## src/rtl/ksss_pkg.sv

```systemverilog
`timescale 1ns / 1ps

package ksss_pkg;

    localparam int STORE_DEPTH_DEF = 16;
    localparam int VALUE_W         = 32;
    localparam int BOUND_W         = 4;

    typedef enum logic [0:0] {
        ST_ACCEPT = 1'b0,
        ST_DRAIN  = 1'b1
    } sorter_state_t;

    // control broadcast to every cell of the sorted row
    typedef struct packed {
        logic                       take;   // row moves one place toward cell 0
        logic                       ins;    // new value goes into its sorted place
        logic signed [VALUE_W-1:0]  key;
    } cell_ctl_t;

endpackage

```

## src/rtl/ksss_item_if.sv

```systemverilog
`timescale 1ns / 1ps

interface ksss_item_if;

    logic                                   valid;
    logic                                   ready;
    logic signed [ksss_pkg::VALUE_W-1:0]    value;
    logic                                   is_last;

    modport source (output valid, output value, output is_last, input ready);
    modport sink   (input valid, input value, input is_last, output ready);

endinterface

```

## src/rtl/ksss_result_if.sv

```systemverilog
`timescale 1ns / 1ps

interface ksss_result_if;

    logic                                   valid;
    logic                                   ready;
    logic signed [ksss_pkg::VALUE_W-1:0]    sorted_value;
    logic                                   is_final;

    modport source (output valid, output sorted_value, output is_final, input ready);
    modport sink   (input valid, input sorted_value, input is_final, output ready);

endinterface

```

## src/rtl/ksss_cell.sv

```systemverilog
`timescale 1ns / 1ps

module ksss_cell
(
    input  logic                                    clk,
    input  ksss_pkg::cell_ctl_t                     ctl,
    input  logic signed [ksss_pkg::VALUE_W-1:0]     left_val,
    input  logic signed [ksss_pkg::VALUE_W-1:0]     right_val,
    input  logic                                    own_sv,
    input  logic                                    left_sv,
    output logic signed [ksss_pkg::VALUE_W-1:0]     val
);

    logic signed [ksss_pkg::VALUE_W-1:0] val_reg;
    logic signed [ksss_pkg::VALUE_W-1:0] val_next;
    logic signed [ksss_pkg::VALUE_W-1:0] s_own;
    logic signed [ksss_pkg::VALUE_W-1:0] s_left;

    // row contents after the optional removal of the minimum
    assign s_own  = ctl.take ? right_val : val_reg;
    assign s_left = ctl.take ? val_reg   : left_val;

    always_comb
    begin
        val_next = s_own;
        if (ctl.ins)
        begin
            if (own_sv && (s_own <= ctl.key))
            begin
                val_next = s_own;
            end
            else if (left_sv && (s_left > ctl.key))
            begin
                val_next = s_left;
            end
            else
            begin
                val_next = ctl.key;
            end
        end
    end

    always_ff @(posedge clk)
    begin
        val_reg <= val_next;
    end

    assign val = val_reg;

endmodule

```

## src/rtl/k_sorted_stream_sorter.sv

```systemverilog
`timescale 1ns / 1ps

// k-sorted stream sorter: sorts a stream of signed 32-bit items in which each
// item lies at most k = displacement_bound places from its sorted position.
// The values are kept in ascending order in a row of STORE_DEPTH cells; each
// cell compares the incoming item with its own and its left neighbor's value,
// so the minimum is removed and the new item inserted in the same cycle.
// While fewer than min(k+1, STORE_DEPTH) values are held an item is only
// stored; after that each item first emits the current minimum. An item with
// is_last set does the same and then the whole row drains in ascending order,
// the final result flagged with is_final. Rate: one item per cycle while the
// single output register keeps being taken; an item marked last is followed
// by a drain of every held value (at most STORE_DEPTH), during which no
// item is taken. displacement_bound may be written only while idle.
module k_sorted_stream_sorter
#(
    parameter int STORE_DEPTH = ksss_pkg::STORE_DEPTH_DEF
)
(
    input  logic                                clk,
    input  logic                                rst_n,
    input  logic                                cfg_we,
    input  logic [ksss_pkg::BOUND_W-1:0]        cfg_wdata,
    ksss_item_if.sink                           items,
    ksss_result_if.source                       results
);

    localparam int CW = $clog2(STORE_DEPTH + 1);
    localparam int TW = ksss_pkg::BOUND_W + 1;
    localparam int WW = (CW > TW) ? CW : TW;

    ksss_pkg::sorter_state_t                state_reg;
    ksss_pkg::sorter_state_t                state_next;
    logic [CW-1:0]                          count_reg;
    logic [CW-1:0]                          count_next;
    logic [ksss_pkg::BOUND_W-1:0]           bound_reg;
    logic                                   out_valid_reg;
    logic                                   out_valid_next;
    logic signed [ksss_pkg::VALUE_W-1:0]    out_value_reg;
    logic signed [ksss_pkg::VALUE_W-1:0]    out_value_next;
    logic                                   out_final_reg;
    logic                                   out_final_next;

    logic                                   slot_free;
    logic                                   accept;
    logic                                   at_threshold;
    logic [TW-1:0]                          threshold;
    logic [CW-1:0]                          count_shifted;
    ksss_pkg::cell_ctl_t                    ctl;

    // cell values and their valid flags, one per cell of the row
    logic signed [ksss_pkg::VALUE_W-1:0]    row_val [STORE_DEPTH];
    logic [STORE_DEPTH-1:0]                 row_sv;

    // output register frees when empty or being taken this cycle
    assign slot_free = !out_valid_reg || results.ready;
    assign items.ready = (state_reg == ksss_pkg::ST_ACCEPT) && slot_free;
    assign accept = items.valid && items.ready;

    // fill threshold is min(k+1, STORE_DEPTH); count never exceeds STORE_DEPTH
    assign threshold = {1'b0, bound_reg} + TW'(1);
    assign at_threshold = (WW'(count_reg) >= WW'(threshold))
                       || (count_reg == CW'(STORE_DEPTH));

    always_comb
    begin
        state_next     = state_reg;
        count_next     = count_reg;
        out_valid_next = out_valid_reg && !results.ready;
        out_value_next = out_value_reg;
        out_final_next = out_final_reg;
        ctl.take       = 1'b0;
        ctl.ins        = 1'b0;
        ctl.key        = items.value;

        case (state_reg)
            ksss_pkg::ST_ACCEPT:
            begin
                if (accept)
                begin
                    ctl.ins  = 1'b1;
                    ctl.take = at_threshold;
                    if (at_threshold)
                    begin
                        // steady state: emit minimum, count unchanged
                        out_valid_next = 1'b1;
                        out_value_next = row_val[0];
                        out_final_next = 1'b0;
                    end
                    else
                    begin
                        count_next = count_reg + CW'(1);
                    end
                    if (items.is_last)
                    begin
                        state_next = ksss_pkg::ST_DRAIN;
                    end
                end
            end
            ksss_pkg::ST_DRAIN:
            begin
                if (slot_free)
                begin
                    ctl.take       = 1'b1;
                    out_valid_next = 1'b1;
                    out_value_next = row_val[0];
                    out_final_next = (count_reg == CW'(1));
                    count_next     = count_reg - CW'(1);
                    if (count_reg == CW'(1))
                    begin
                        state_next = ksss_pkg::ST_ACCEPT;
                    end
                end
            end
            default:
            begin
                state_next = ksss_pkg::ST_ACCEPT;
            end
        endcase
    end

    // number of valid values once the minimum has been taken out
    assign count_shifted = count_reg - CW'(ctl.take);

    always_ff @(posedge clk or negedge rst_n)
    begin
        if (!rst_n)
        begin
            state_reg     <= ksss_pkg::ST_ACCEPT;
            count_reg     <= '0;
            bound_reg     <= '0;
            out_valid_reg <= 1'b0;
        end
        else
        begin
            state_reg     <= state_next;
            count_reg     <= count_next;
            out_valid_reg <= out_valid_next;
            if (cfg_we)
            begin
                bound_reg <= cfg_wdata;
            end
        end
    end

    // result payload needs no reset
    always_ff @(posedge clk)
    begin
        out_value_reg <= out_value_next;
        out_final_reg <= out_final_next;
    end

    assign results.valid        = out_valid_reg;
    assign results.sorted_value = out_value_reg;
    assign results.is_final     = out_final_reg;

    // sorted row of cells, cell 0 holds the minimum
    for (genvar i = 0; i < STORE_DEPTH; i++)
    begin : g_cell
        assign row_sv[i] = (CW'(i) < count_shifted);

        if (i == 0)
        begin : g_first
            ksss_cell u_cell
            (
                .clk       (clk),
                .ctl       (ctl),
                .left_val  (row_val[0]),
                .right_val (row_val[1]),
                .own_sv    (row_sv[0]),
                .left_sv   (1'b0),
                .val       (row_val[0])
            );
        end
        else if (i == STORE_DEPTH - 1)
        begin : g_last
            ksss_cell u_cell
            (
                .clk       (clk),
                .ctl       (ctl),
                .left_val  (row_val[i-1]),
                .right_val (row_val[i]),
                .own_sv    (row_sv[i]),
                .left_sv   (row_sv[i-1]),
                .val       (row_val[i])
            );
        end
        else
        begin : g_mid
            ksss_cell u_cell
            (
                .clk       (clk),
                .ctl       (ctl),
                .left_val  (row_val[i-1]),
                .right_val (row_val[i+1]),
                .own_sv    (row_sv[i]),
                .left_sv   (row_sv[i-1]),
                .val       (row_val[i])
            );
        end
    end

endmodule
```

## src/flat_wrapper.sv

```systemverilog
// flat-port wrapper written by rule: the top's interface ports become plain ports
module k_sorted_stream_sorter_flat 
#(
    parameter int STORE_DEPTH = ksss_pkg::STORE_DEPTH_DEF
)
  (clk, rst_n, cfg_we, cfg_wdata, items_valid, items_value, items_is_last, items_ready, results_valid, results_sorted_value, results_is_final, results_ready);
  ksss_item_if items_i ();
  ksss_result_if results_i ();
  input  logic clk;
  input  logic rst_n;
  input  logic cfg_we;
  input  logic [ksss_pkg::BOUND_W-1:0] cfg_wdata;
  input wire logic [$bits(items_i.valid)-1:0] items_valid;
  input wire logic [$bits(items_i.value)-1:0] items_value;
  input wire logic [$bits(items_i.is_last)-1:0] items_is_last;
  output wire logic [$bits(items_i.ready)-1:0] items_ready;
  output wire logic [$bits(results_i.valid)-1:0] results_valid;
  output wire logic [$bits(results_i.sorted_value)-1:0] results_sorted_value;
  output wire logic [$bits(results_i.is_final)-1:0] results_is_final;
  input wire logic [$bits(results_i.ready)-1:0] results_ready;
  assign items_i.valid = items_valid;
  assign items_i.value = items_value;
  assign items_i.is_last = items_is_last;
  assign items_ready = items_i.ready;
  assign results_valid = results_i.valid;
  assign results_sorted_value = results_i.sorted_value;
  assign results_is_final = results_i.is_final;
  assign results_i.ready = results_ready;
  k_sorted_stream_sorter #(.STORE_DEPTH(STORE_DEPTH)) u_core (.clk(clk), .rst_n(rst_n), .cfg_we(cfg_we), .cfg_wdata(cfg_wdata), .items(items_i), .results(results_i));
endmodule
```

## config.mk

```make
export PLATFORM = sky130hd
export DESIGN_NAME = k_sorted_stream_sorter_flat
export DESIGN_NICKNAME = d
export VERILOG_FILES = /design/src/rtl/ksss_pkg.sv /design/src/rtl/ksss_item_if.sv /design/src/rtl/ksss_result_if.sv /design/src/rtl/ksss_cell.sv /design/src/rtl/k_sorted_stream_sorter.sv /design/src/flat_wrapper.sv
export SDC_FILE = /design/constraint.sdc
export NUM_CORES = 2
export LEC_CHECK = 0
export BUFFER_PORTS_ARGS = -buffer_cell sky130_fd_sc_hd__buf_2
export CORE_UTILIZATION = 35
export DETAILED_ROUTE_END_ITERATION = 16
export MAX_ROUTING_LAYER = met4
export PLACE_DENSITY = 0.51
export SETUP_SLACK_MARGIN = 0.15
export SLEW_MARGIN = 0
export SYNTH_ARGS = -nofsm -noshare
export SYNTH_HDL_FRONTEND = slang
export SYNTH_SLANG_ARGS = --single-unit
export TNS_END_PERCENT = 100
```

## constraint.sdc

```tcl
create_clock -name clk -period 6.1 [get_ports clk]
set_input_delay 0.305 -clock clk [delete_from_list [all_inputs] [get_ports clk]]
set_output_delay 0.305 -clock clk [all_outputs]
set_load 0.1 [all_outputs]
```

==> run_results.csv <==
group,metric,value,unit
finish,mostFrequentLayoutCells,"1181 x nand2_1, 621 x mux2_2, 524 x ha_1, 480 x dfxtp_1, 371 x mux2i_1",
setup_path,r2r-start,"u_core.count_reg[0]",
power,swShare,46.4,%
setup_path,worstPathArrival,6200,ps
floorplan,fp.dieH,349,um
finish,multi_input_area,28600,um2
clock_tree,cts_tree,"yes",
finish,syn2layout_area_growth,12.3,%
setup_path,path_cells,"inv_1 -> ha_1 -> nand2b_1 -> a2111oi_2 -> nor3_1 -> nor2_4 -> clkinv_8 -> buf_16 -> buf_6 -> nand2_1 -> nand2_1 -> ha_1 -> nand4_1 -> a2111oi_0 -> o311a_1 -> nor4_4 -> nor3_4 -> buf_12 -> mux2_2 -> mux2_2",
logic_synthesis,ys_ff_latch,556,
grt,grt_pass1_wl,211,mm
floorplan,io_pins,77,
grt,grt.total_usage,23.1,%
power,p_leak,0.0227,uW
routing,drc_errors,0,
routing,wl,140,mm
setup_path,cp_max_fo,57,
sta,worst_slew_pin_slew,1050,ps
run,maxCapViolCount,0,
sta,fmax,175,MHz
clock_tree,clock_latency,630,ps
finish,area.sequential,11800,um2
finish,stdcell_count,6417,
clock_tree,cts_buffers,70,
clock_tree,h-tree-depth,3,
finish,drive_gt1_share,20.7,%
power,p_seq_share,21.1,%
finish,nNetsFinal,5324,
routing,ant_nets,0,
setup_path,crit_path_start,"u_core.count_reg[0]",
power,combPwrFrac,65.3,%
sta,fin_crit,5700,ps
logic_synthesis,synth_cell_types,87,
clock_tree,clockBufferDepth,3,
setup_path,r2r_cells,20,
floorplan,rows,126,
finish,fillers,12100,
logic_synthesis,syn_area_per_cell,8.93,um2
setup_path,r2r_end,"u_core.g_cell[9].g_mid.u_cell.val[25]",
logic_synthesis,yosys_warnings,0,
setup_path,critPathSlowestCell,"a2111oi_0",
floorplan,die_x,349,um
power,ir_drop,0.406,mV
logic_synthesis,ys.flop_type,"dfxtp_1",
place,numPortBuffers,76,
setup_path,crit_family,"compound AO/OA/AOI/OAI gates",
power,p_int,16300,uW
routing,wl_per_cell,21.8,um
place,dpl.hpwl,106,mm
sta,skew,23.2,ps
grt,grt_max_degree,73,
logic_synthesis,synth_area,42200,um2
power,p_switching,14100,uW
sta,slew_viol_final,0,
setup_path,worstPathBufferInverterCount,5,
logic_synthesis,synth_nets,5285,
sta,setup_viol,0,
floorplan,core_area,119000,um2
setup_path,critPathCaptureType,"flip-flop",
power,p_clk_share,13.6,%
clock_tree,cts.clk_slew.worst_paths,60,ps
clock_tree,clock-root-buffer,"clkbuf_16",
floorplan,initial_utilization,35.5,%
sta,slew_headroom,29.8,%
routing,drtIter0Drc,2405,
finish,mostFrequentLayoutCell,"nand2_1",
place,place.gp.congestion,0.917,
logic_synthesis,synth_edf_count,65,
logic_synthesis,synthArstFlopShare,1.98,%
run_status,status,"finished clean",
grt,grt_overflow_total,0,
grt,grt_pass1_vias,35200,
routing,via_per_inst,5.46,
clock_tree,clock-sinks,556,
setup_path,r2r_slack,400,ps
setup_path,endpoint,"u_core.g_cell[9].g_mid.u_cell.val[25]",
routing,drtPass1Iterations,5,
setup_path,worst_path_largest_cell_delay,660,ps
grt,antenna_found_initial,11,
finish,final_util,39.9,%
place,dp_cells,6269,
sta,rsz0062_at_grt,"true",
logic_synthesis,synth-seq-area-share,28.1,%
finish,largest_reg_flops,448,
worst_hold_path,hp-class,"input port to async pin",
logic_synthesis,syn_inst,4719,
power,power_density,640,nW/um2
sta,setup_tns,0,ps
routing,vias,35000,
setup_path,start_kind,"flip-flop",
sta,min_period_over_period,93.4,%
sta,hold_viol,0,
floorplan,dieArea,122000,um2
setup_path,critical_path_depth,20,
setup_path,critPathKind,"flip-flop to flip-flop",
setup_path,cp.required,6600,ps
repair_timing:
item,in CTS,in global routing
endpoints found under the setup margin,0,404
resized for setup,0,24
buffers inserted,0,4
endpoints found under the hold margin,17,0
hold buffers,12,0
stage by stage:
stage	hold slack [ps]	setup slack, ps	power [uW]	area (um2)
CTS	56.9	187	30200	47100
detailed placement	194	198	26000	44900
floorplan	9.41	884	20700	42200
finish	88.8	400	30300	47300
global placement	191	256	25700	44900
global route	115	122	32600	47300
cell families after synthesis:
kind of cell,synth area share (%)
XOR/XNOR,0.187
AND/OR/NAND/NOR,16.5
flip-flops,28.1
buffers and inverters,4.65
multiplexers,27.0
AO/OA/AOI/OAI,8.01
adder cells (fa/ha/maj),15.6
cell usage after synthesis, types with 20 or more instances:
cell	instances	area, um2
and3_1	37	231
edfxtp_1	65	1950
nor3_1	20	100
inv_1	188	706
nand2_1	1182	4440
a21o_1	50	375
a22oi_1	35	263
a21oi_1	204	1020
nor2_1	86	323
clkbuf_1	98	368
nand4_1	110	688
o22ai_1	33	206
buf_2	107	536
mux2i_1	376	3760
mux2_4	29	435
ha_1	524	6560
buf_4	23	173
dfxtp_1	480	9610
o21ai_0	66	330
nand3_1	64	320
nor2b_1	23	144
mux2_2	621	6990
area by class of cell:
type                       instances  area share [%]
antenna                           10          0.0529
timing repair buffer             217            4.15
clock buffer                     107            4.32
clock inverter                    14           0.248
multi-input combinational       3723            60.4
sequential                       556            25.0
inverter                         189            1.53
tap                             1600            4.23
timing repair inverter             1          0.0185
power groups by stage:
stage	sequential, uW	combinational (uW)	clock, uW
6_report	6400	19800	4110
5_1_grt	6560	21600	4350
4_1_cts	6420	19600	4200
3_5_place_dp	6490	19500	0
3_3_place_gp	6500	19200	0
2_1_floorplan	6890	13800	0
per-layer routing:
metal | part of all wire, % | track usage, %
met2 | 46 | 37.1
met3 | 4.8 | 3.08
met4 | 2.6 | 6.34
met1 | 46 | 30.2
met5 | 0 | -
how the worst min path moves through the flow:
stage | startpoint | endpoint | slack (ps)
after floorplan | rst_n | u_core.bound_reg[0] | 9
after global placement | rst_n | u_core.bound_reg[2] | 190
after detailed placement | rst_n | u_core.bound_reg[2] | 190
after CTS | rst_n | u_core.results.valid | 60
after global routing | rst_n | u_core.count_reg[2] | 120
final | rst_n | u_core.results.valid | 90
worst reg2reg max path, stage by stage (launching register included):
cell       delay, ps
dfrtp_1          440
inv_1            130
ha_1             280
nand2b_1         160
a2111oi_2        410
nor3_1           160
nor2_4           220
clkinv_8         200
buf_16           300
buf_6            280
nand2_1           90
nand2_1          100
ha_1             320
nand4_1          270
a2111oi_0        660
o311a_1          360
nor4_4            90
nor3_4           220
buf_12           280
mux2_2           390
mux2_2           260
Note: power is estimated with default switching activity, not from simulation.
